--- src/sv/ictf_pkg.sv ---
// ----------------------------------------------------------------------------
// ictf_pkg
// Types, register indexes and the atan table shared by the tilt filter.
// ----------------------------------------------------------------------------
`timescale 1ns / 1ps

package ictf_pkg;

	localparam int ZFRAC       = 20;
	localparam int GYRO_COUNTS = 131;
	localparam int WEIGHT_ONE  = 1024;
	localparam int ACC_SHIFT   = 12;
	localparam int CFG_IDX_W   = 3;
	localparam int CFG_DATA_W  = 16;

	typedef enum logic [CFG_IDX_W-1:0] {
		REG_ACCEL_X_OFFSET  = 3'd0,
		REG_ACCEL_Y_OFFSET  = 3'd1,
		REG_ACCEL_Z_OFFSET  = 3'd2,
		REG_GYRO_X_OFFSET   = 3'd3,
		REG_GYRO_Y_OFFSET   = 3'd4,
		REG_GYRO_WEIGHT     = 3'd5,
		REG_COUNTING_ENABLE = 3'd6
	} reg_idx_t;

	typedef struct packed {
		logic               command;
		logic signed [15:0] accel_x;
		logic signed [15:0] accel_y;
		logic signed [15:0] accel_z;
		logic signed [15:0] gyro_x;
		logic signed [15:0] gyro_y;
	} item_t;

	typedef struct packed {
		logic signed [23:0] roll_angle;
		logic signed [23:0] pitch_angle;
	} result_t;

	typedef struct packed {
		logic signed [15:0] accel_x_offset;
		logic signed [15:0] accel_y_offset;
		logic signed [15:0] accel_z_offset;
		logic signed [15:0] gyro_x_offset;
		logic signed [15:0] gyro_y_offset;
		logic [10:0]        gyro_weight;
		logic               counting_enable;
	} cfg_t;

	// corrected sample waiting for the back end
	typedef struct packed {
		logic signed [16:0] ax;
		logic signed [16:0] ay;
		logic signed [16:0] az;
		logic signed [16:0] gx;
		logic signed [16:0] gy;
		logic [15:0]        ticks;
	} smp_t;

	typedef struct packed {
		logic take;
		logic load;
	} bst_t;

	// atan(2^-i) in degrees, 20 fraction bits
	function automatic logic signed [31:0] atan_deg(input logic [4:0] i);
		logic signed [31:0] r;
		case (i)
			5'd0:  r = 32'sd47185920;
			5'd1:  r = 32'sd27855475;
			5'd2:  r = 32'sd14718068;
			5'd3:  r = 32'sd7471121;
			5'd4:  r = 32'sd3750058;
			5'd5:  r = 32'sd1876857;
			5'd6:  r = 32'sd938658;
			5'd7:  r = 32'sd469357;
			5'd8:  r = 32'sd234682;
			5'd9:  r = 32'sd117342;
			5'd10: r = 32'sd58671;
			5'd11: r = 32'sd29335;
			5'd12: r = 32'sd14668;
			5'd13: r = 32'sd7334;
			5'd14: r = 32'sd3667;
			5'd15: r = 32'sd1833;
			5'd16: r = 32'sd917;
			5'd17: r = 32'sd458;
			5'd18: r = 32'sd229;
			5'd19: r = 32'sd115;
			5'd20: r = 32'sd57;
			5'd21: r = 32'sd29;
			5'd22: r = 32'sd14;
			5'd23: r = 32'sd7;
			default: r = 32'sd0;
		endcase
		return r;
	endfunction

endpackage

--- src/sv/ictf_front.sv ---
// ----------------------------------------------------------------------------
// ictf_front
// Takes requests, counts ticks, corrects samples and queues them.
// ----------------------------------------------------------------------------
`timescale 1ns / 1ps

module ictf_front import ictf_pkg::*; (
	input  logic  clk,
	input  logic  arst_n,
	input  cfg_t  cfg,
	input  logic  push,
	input  item_t item,
	output logic  full,
	output logic  smp_valid,
	output smp_t  smp,
	input  logic  take
);

	localparam int QDEPTH = 2;

	logic [15:0] tick_q;
	logic [1:0]  cnt_q;
	logic        wp_q, rp_q;
	smp_t        mem_q [QDEPTH];
	logic        acc_ok, is_smp;
	smp_t        wr;

	assign full      = (cnt_q == 2'(QDEPTH));
	assign smp_valid = (cnt_q != 2'd0);
	assign smp       = mem_q[rp_q];
	assign acc_ok    = push && !full;
	assign is_smp    = acc_ok && item.command;

	always_comb begin
		wr.ax    = 17'(item.accel_x) - 17'(cfg.accel_x_offset);
		wr.ay    = 17'(item.accel_y) - 17'(cfg.accel_y_offset);
		wr.az    = 17'(item.accel_z) - 17'(cfg.accel_z_offset);
		wr.gx    = 17'(item.gyro_x) - 17'(cfg.gyro_x_offset);
		wr.gy    = 17'(item.gyro_y) - 17'(cfg.gyro_y_offset);
		wr.ticks = tick_q;
	end

	always_ff @(posedge clk or negedge arst_n) begin
		if (!arst_n) begin
			tick_q <= '0;
			cnt_q  <= '0;
			wp_q   <= 1'b0;
			rp_q   <= 1'b0;
		end else begin
			if (is_smp) begin
				tick_q <= '0;
			end else if (acc_ok && cfg.counting_enable && tick_q != 16'hFFFF) begin
				tick_q <= tick_q + 16'd1;
			end
			if (is_smp) wp_q <= ~wp_q;
			if (take) rp_q <= ~rp_q;
			cnt_q <= cnt_q + 2'(is_smp) - 2'(take);
		end
	end

	always_ff @(posedge clk) begin
		if (is_smp) mem_q[wp_q] <= wr;
	end

endmodule

--- config.mk ---
export PLATFORM = sky130hd
export DESIGN_NAME = ictf_front
export DESIGN_NICKNAME = d
export VERILOG_FILES = /design/src/sv/ictf_pkg.sv /design/src/sv/ictf_front.sv
export SDC_FILE = /design/constraint.sdc
export NUM_CORES = 1
export LEC_CHECK = 0
export ABC_AREA = 1
export BUFFER_PORTS_ARGS = -buffer_cell sky130_fd_sc_hd__buf_2
export CAP_MARGIN = 20
export CORE_MARGIN = 10
export CORE_UTILIZATION = 62
export CTS_BUF_LIST = sky130_fd_sc_hd__clkbuf_8
export DETAILED_ROUTE_END_ITERATION = 10
export GPL_ROUTABILITY_DRIVEN = 0
export HOLD_SLACK_MARGIN = 0.03
export PLACE_DENSITY_LB_ADDON = 0.3
export SKIP_LAST_GASP = 1
export SYNTH_ARGS = -nofsm -noshare
export SYNTH_HDL_FRONTEND = slang
export SYNTH_SLANG_ARGS = --single-unit
--- constraint.sdc ---
create_clock -name clk -period 12.68 [get_ports clk]
set_input_delay 1.902 -clock clk [delete_from_list [all_inputs] [get_ports clk]]
set_output_delay 1.902 -clock clk [all_outputs]
set_load 0.005 [all_outputs]
---- Word-level counts from Yosys, hierarchy flattened ----
Memories as Yosys holds them, arrays and structs flattened.
Index checks and enable logic that the tools add are counted.
cells by class
  add/subtract/negate cells ............... 8
  equal/unequal tests ..................... 2
  reductions and logical operators ........ 7
  muxes and demuxes ....................... 4
  bitwise logic cells ..................... 2
operators by type and width
  kind                     number
  $sub A16 B16 Y17         5
  $mux W16                 2
  $add A16 B1 Y16 const B  1
  $ne A16 B16 Y1 const B   1
  $logic_and A1 B1 Y1      4
  $reduce_bool A2 Y1       2
  $add A2 B1 Y2            1
  $eq A2 B2 Y1 const B     1
  $mux W1                  2
  $not A1 Y1               2
  $sub A2 B1 Y2            1
  $logic_not A1 Y1         1
word-level totals
  word-level logic and storage cells ...... 28
  memory bits (writable) .................. 202
  register bits ........................... 20
  memories ................................ 1
memories
  name   depth  width  read ports  clocked after Yosys merged registers in  write ports  line              RTL
  mem_q  2      101    1           0                                        1            ictf_front.sv:24  smp_t mem_q [QDEPTH];

---- Depth between registers and ports, before layout ----
  word-level depth ........................ 7
  gate-level depth with buffers ........... 12

---- Least setup slack after synthesis ----
OpenSTA, ideal clock, no wires.
  path kind ............................... input-to-reg
  start point ............................. in push
  end point ............................... mem mem_q[0][0] in the netlist's numbering, enable pin
  slack ................................... 5,550 ps
  data arrival time ....................... 6,568 ps
  cell stages on the path ................. 5
  setup time .............................. 562 ps
  buffers on the path ..................... 1
  path through ............................ inv_1 nor2_1 nand2_1 clkbuf_1 nor2_1
on the way
  longest elaborated chain between the ends .. 4
ends and longest elaborated chain
  item                           line              RTL
  from (decl)                    ictf_front.sv:11  input logic push,
  $logic_and A1 B1 Y1            ictf_front.sv:31  assign acc_ok = push && !full;
  $logic_and A1 B1 Y1            ictf_front.sv:32  assign is_smp = acc_ok && item.command;
  $mux W1                        ictf_front.sv:62  if (is_smp) mem_q[wp_q] <= wr;
  $mux W1 (implied by the code)  ictf_front.sv:62
  to (decl)                      ictf_front.sv:24
Every way passes these cells.

==> Implementation_results.wiki <==
{| class="wikitable"
! Metric !! Value
|-
| Via count of the first global-routing pass || around 11000
|-
| CP Capture Type || output pin
|-
| Clock sink count || roughly 220
|-
| FILL cells || between 1500 and 2000
|-
| Number of antenna violations at the first check in global routing || 6
|-
| Type of element launching the critical path || register
|-
| Total vias in the final route || 11200
|-
| Clock Pin Slew Worst Setup and Hold Paths || ~60 ps
|-
| Post-synthesis area per instance || roughly 8.7 sq um
|-
| Number of instances in the synthesized netlist || 1586
|-
| Yosys top cell by area || sky130_fd_sc_hd__edfxtp_1
|-
| Core ar. || between 20000 and 25000 sq um
|-
| Ranking of synthesized cells by area || sky130_fd_sc_hd__edfxtp_1, sky130_fd_sc_hd__nand2_1, sky130_fd_sc_hd__inv_1
|-
| First-pass DRT Iterations || 5
|-
| Yosys reg bits || 222
|-
| Result of the run || finished, final reports clean
|-
| Routed length per placed instance || 14.7 um
|-
| Slew at the pin closest to its max-slew limit || between 900 and 1000 ps
|-
| Post-synth top flop || sky130_fd_sc_hd__edfxtp_1
|-
| Die area || approximately 29000 sq um
|-
| Met2 Track Usage GR || 0.400
|-
| Total number of nets in the final design || around 2100
|-
| First-pass GRT wire length || about 53000 um
|-
| Multi-input logic area || slightly below 6000 sq um
|-
| Clock tree from TritonCTS || done
|-
| Worst clock skew on the final layout || 16.9 ps
|-
| Drt first-iter violations || roughly 660
|-
| Final worst-path cycle share || 0.362
|-
| Overall routed net length || around 32000 um
|-
| Detail Route Antenna Nets || 0
|-
| Sequential standard cell area || ~6600 sq um
|-
| Most heavily used metal layer in global routing || met2
|-
| Count of max-cap constraint violations || 0
|-
| Global Route met3 Usage || 0.0516
|-
| Highest net fanout along the worst path || ~60
|-
| Biggest cell delay along the critical path || 790 ps
|-
| Starting density of the core || 0.631
|-
| Total count of max-transition violations in the final report || 0
|-
| Via density per instance || between 5 and 6
|-
| Leakage component of the power || ~8.5 nW
|-
| Area fraction of the dominant cell type after synthesis || 0.441
|-
| Data arrival time of the critical path || around 2700 ps
|-
| CP Cell Sequence || buf_4 > mux2_2 > buf_2
|-
| Remaining DRCs || 0
|-
| Worst Path Class, Setup || reg -> out
|-
| Total power of the final layout || between 0.002 and 0.0025 W
|-
| Synthesis Warnings || 0
|-
| Layout-stage area growth over the synthesis result || 17.6%
|-
| Power Dens Cells || 146 nW/um^2
|-
| Root Buffer Master || sky130_fd_sc_hd__clkbuf_8
|-
| Peak VDD IR || 83.0 uV
|-
| Clock insertion delay at the later pin of the skew report || between 500 and 600 ps
|-
| Most used cells in the layout excluding fill and tap cells || sky130_fd_sc_hd__nand2_1, sky130_fd_sc_hd__inv_1, sky130_fd_sc_hd__buf_2
|-
| Deepest level of the CTS H-tree || 2
|-
| Headroom to the max-slew limit || 0.338
|-
| Final setup TNS || 0 ps
|-
| CTS Buf Count || 38
|-
| Number of distinct library cells after synthesis || 26
|-
| Number of I/O pins || 280
|-
| Sum of buffers and inverters on the critical path || 2
|-
| Most common library cell in the layout ignoring fill and taps || sky130_fd_sc_hd__nand2_1
|-
| Chip height || between 150 and 200 um
|-
| Met1 usage || 0.252
|-
| Number of enable-type register cells in the synthesized netlist || about 200
|-
| Fraction of layout instances using a drive strength above 1 || 0.232
|-
| Final HPWL DP || around 25000 um
|-
| Row count || 54
|-
| Async set or reset register ratio after synthesis || 0.0901
|-
| Required time of the worst setup path || 10780 ps
|-
| Number of buffer cells added on primary ports || 268
|-
| Hold violation count in the final report || 0
|-
| Kind of cell with the highest combined delay on the critical path || buffers and inverters
|-
| Horizontal die dimension || around 170 um
|-
| Maximum clock rate || between 200 and 250 MHz
|-
| Post-layout utilization of the core || 0.742
|-
| Number of cells upsized or downsized after cts || 0
|-
| Cell area after synthesis || between 10000 and 15000 sq um
|-
| Overall routing resource usage || 0.223
|-
| Post-CTS setup-driven buffer insertion count || 0
|-
| Maximum buffer depth of the clock tree || 3
|-
| Overflow after GRT || 0
|-
| Mapped Nets || around 1900
|-
| Quantity of hold-fixing buffers added after cts || 0
|-
| Seq/Total Area, Yosys || 0.477
|-
| Total setup violations reported at the end of the flow || 0
|-
| Max stage delay cell, worst path || sky130_fd_sc_hd__dfrtp_4
|-
| Pin count of the biggest net entering global routing || a little over 70
|-
| Period minus WS final || about 4600 ps
|-
| Path category of the worst min-delay check || reg -> reg
|-
| Unrepaired setup endpoints after global routing || false
|}
[final cells by class]
type | instances | area share
antenna | 1 | 0.000155
tap | 280 | 0.0216
clock buffer | 43 | 0.0366
multi-input combinational | 1003 | 0.361
sequential | 222 | 0.406
inverter | 347 | 0.0805
clock inverter | 23 | 0.00958
timing repair buffer | 272 | 0.0847
[metal layers]
layer	up-vias	routed length, um
met1	5143	12900
met5	-	62
met3	78	2160
met4	10	1040
li1	5603	-
met2	355	16200
[flip-flops by register name (all words and copies together), names as in the netlist]
register  flops
mem_q       202
tick_q       16
cnt_q         2
rp_q          1
wp_q          1
[stage by stage]
| stage | hold WS [ps] | instances | cell area (sq um) | setup WS, ps |
|---|---|---|---|---|
| 2_1_floorplan | 485 | 1586 | 13800 | 5550 |
| 3_3_place_gp | 506 | 2123 | 15400 | 7970 |
| 3_5_place_dp | 529 | 2124 | 15400 | 7900 |
| 4_1_cts | 543 | 2190 | 16200 | 8030 |
| 5_1_grt | 575 | 2190 | 16200 | 7950 |
| 6_report | 544 | 2191 | 16200 | 8090 |
[synthesized netlist by cell type, types with 2 or more instances]
cell type                  count
sky130_fd_sc_hd__nor3_1       21
sky130_fd_sc_hd__o21ai_0       2
sky130_fd_sc_hd__ha_1         83
sky130_fd_sc_hd__nand2_1     545
sky130_fd_sc_hd__or2_2         7
sky130_fd_sc_hd__a21oi_1      50
sky130_fd_sc_hd__nor2_2        3
sky130_fd_sc_hd__inv_1       346
sky130_fd_sc_hd__nand3_1      72
sky130_fd_sc_hd__buf_2         9
sky130_fd_sc_hd__o21bai_1      2
sky130_fd_sc_hd__mux2_2      101
sky130_fd_sc_hd__dfrtp_1      20
sky130_fd_sc_hd__edfxtp_1    202
sky130_fd_sc_hd__nand4_1       3
sky130_fd_sc_hd__nor2_4        2
sky130_fd_sc_hd__xor2_1       33
sky130_fd_sc_hd__nor2_1       56
sky130_fd_sc_hd__clkbuf_1      4
sky130_fd_sc_hd__fa_1          5
sky130_fd_sc_hd__nand3b_1      3
sky130_fd_sc_hd__xnor2_1      13
[power breakdown]
part / switching [W] / leakage (nW) / internal [W] / total (W)
combinational: 0.000410 / 6.02 / 0.000334 / 0.000744
clock: 0.000275 / 0.398 / 0.000351 / 0.000626
sequential: 0.0000506 / 2.12 / 0.000936 / 0.000987
[logic make-up after synthesis]
group,Yosys count,share of synthesized area
buffers and inverters,361,0.0998
AND/OR/NAND/NOR,714,0.209
multiplexers,101,0.0826
XOR/XNOR,46,0.0293
flip-flops,222,0.477
AO/OA/AOI/OAI,54,0.0200
adder cells (fa/ha/maj),88,0.0827
[final timing paths]
kind                          start      endpoint  slack [ps]  depth (start not counted)
setup reg to reg           cnt_q[1]  mem_q[0][51]        9500                          6
setup / recovery               rp_q       smp[64]        8090                          3
max in group asynchronous    arst_n          rp_q       10970                          1
hold / removal             cnt_q[0]      cnt_q[0]         540                          1
min in group asynchronous    arst_n     tick_q[8]        1340                          1
hold reg to reg            cnt_q[0]      cnt_q[0]         540                          1
Note: power is estimated with default switching activity, not from simulation.
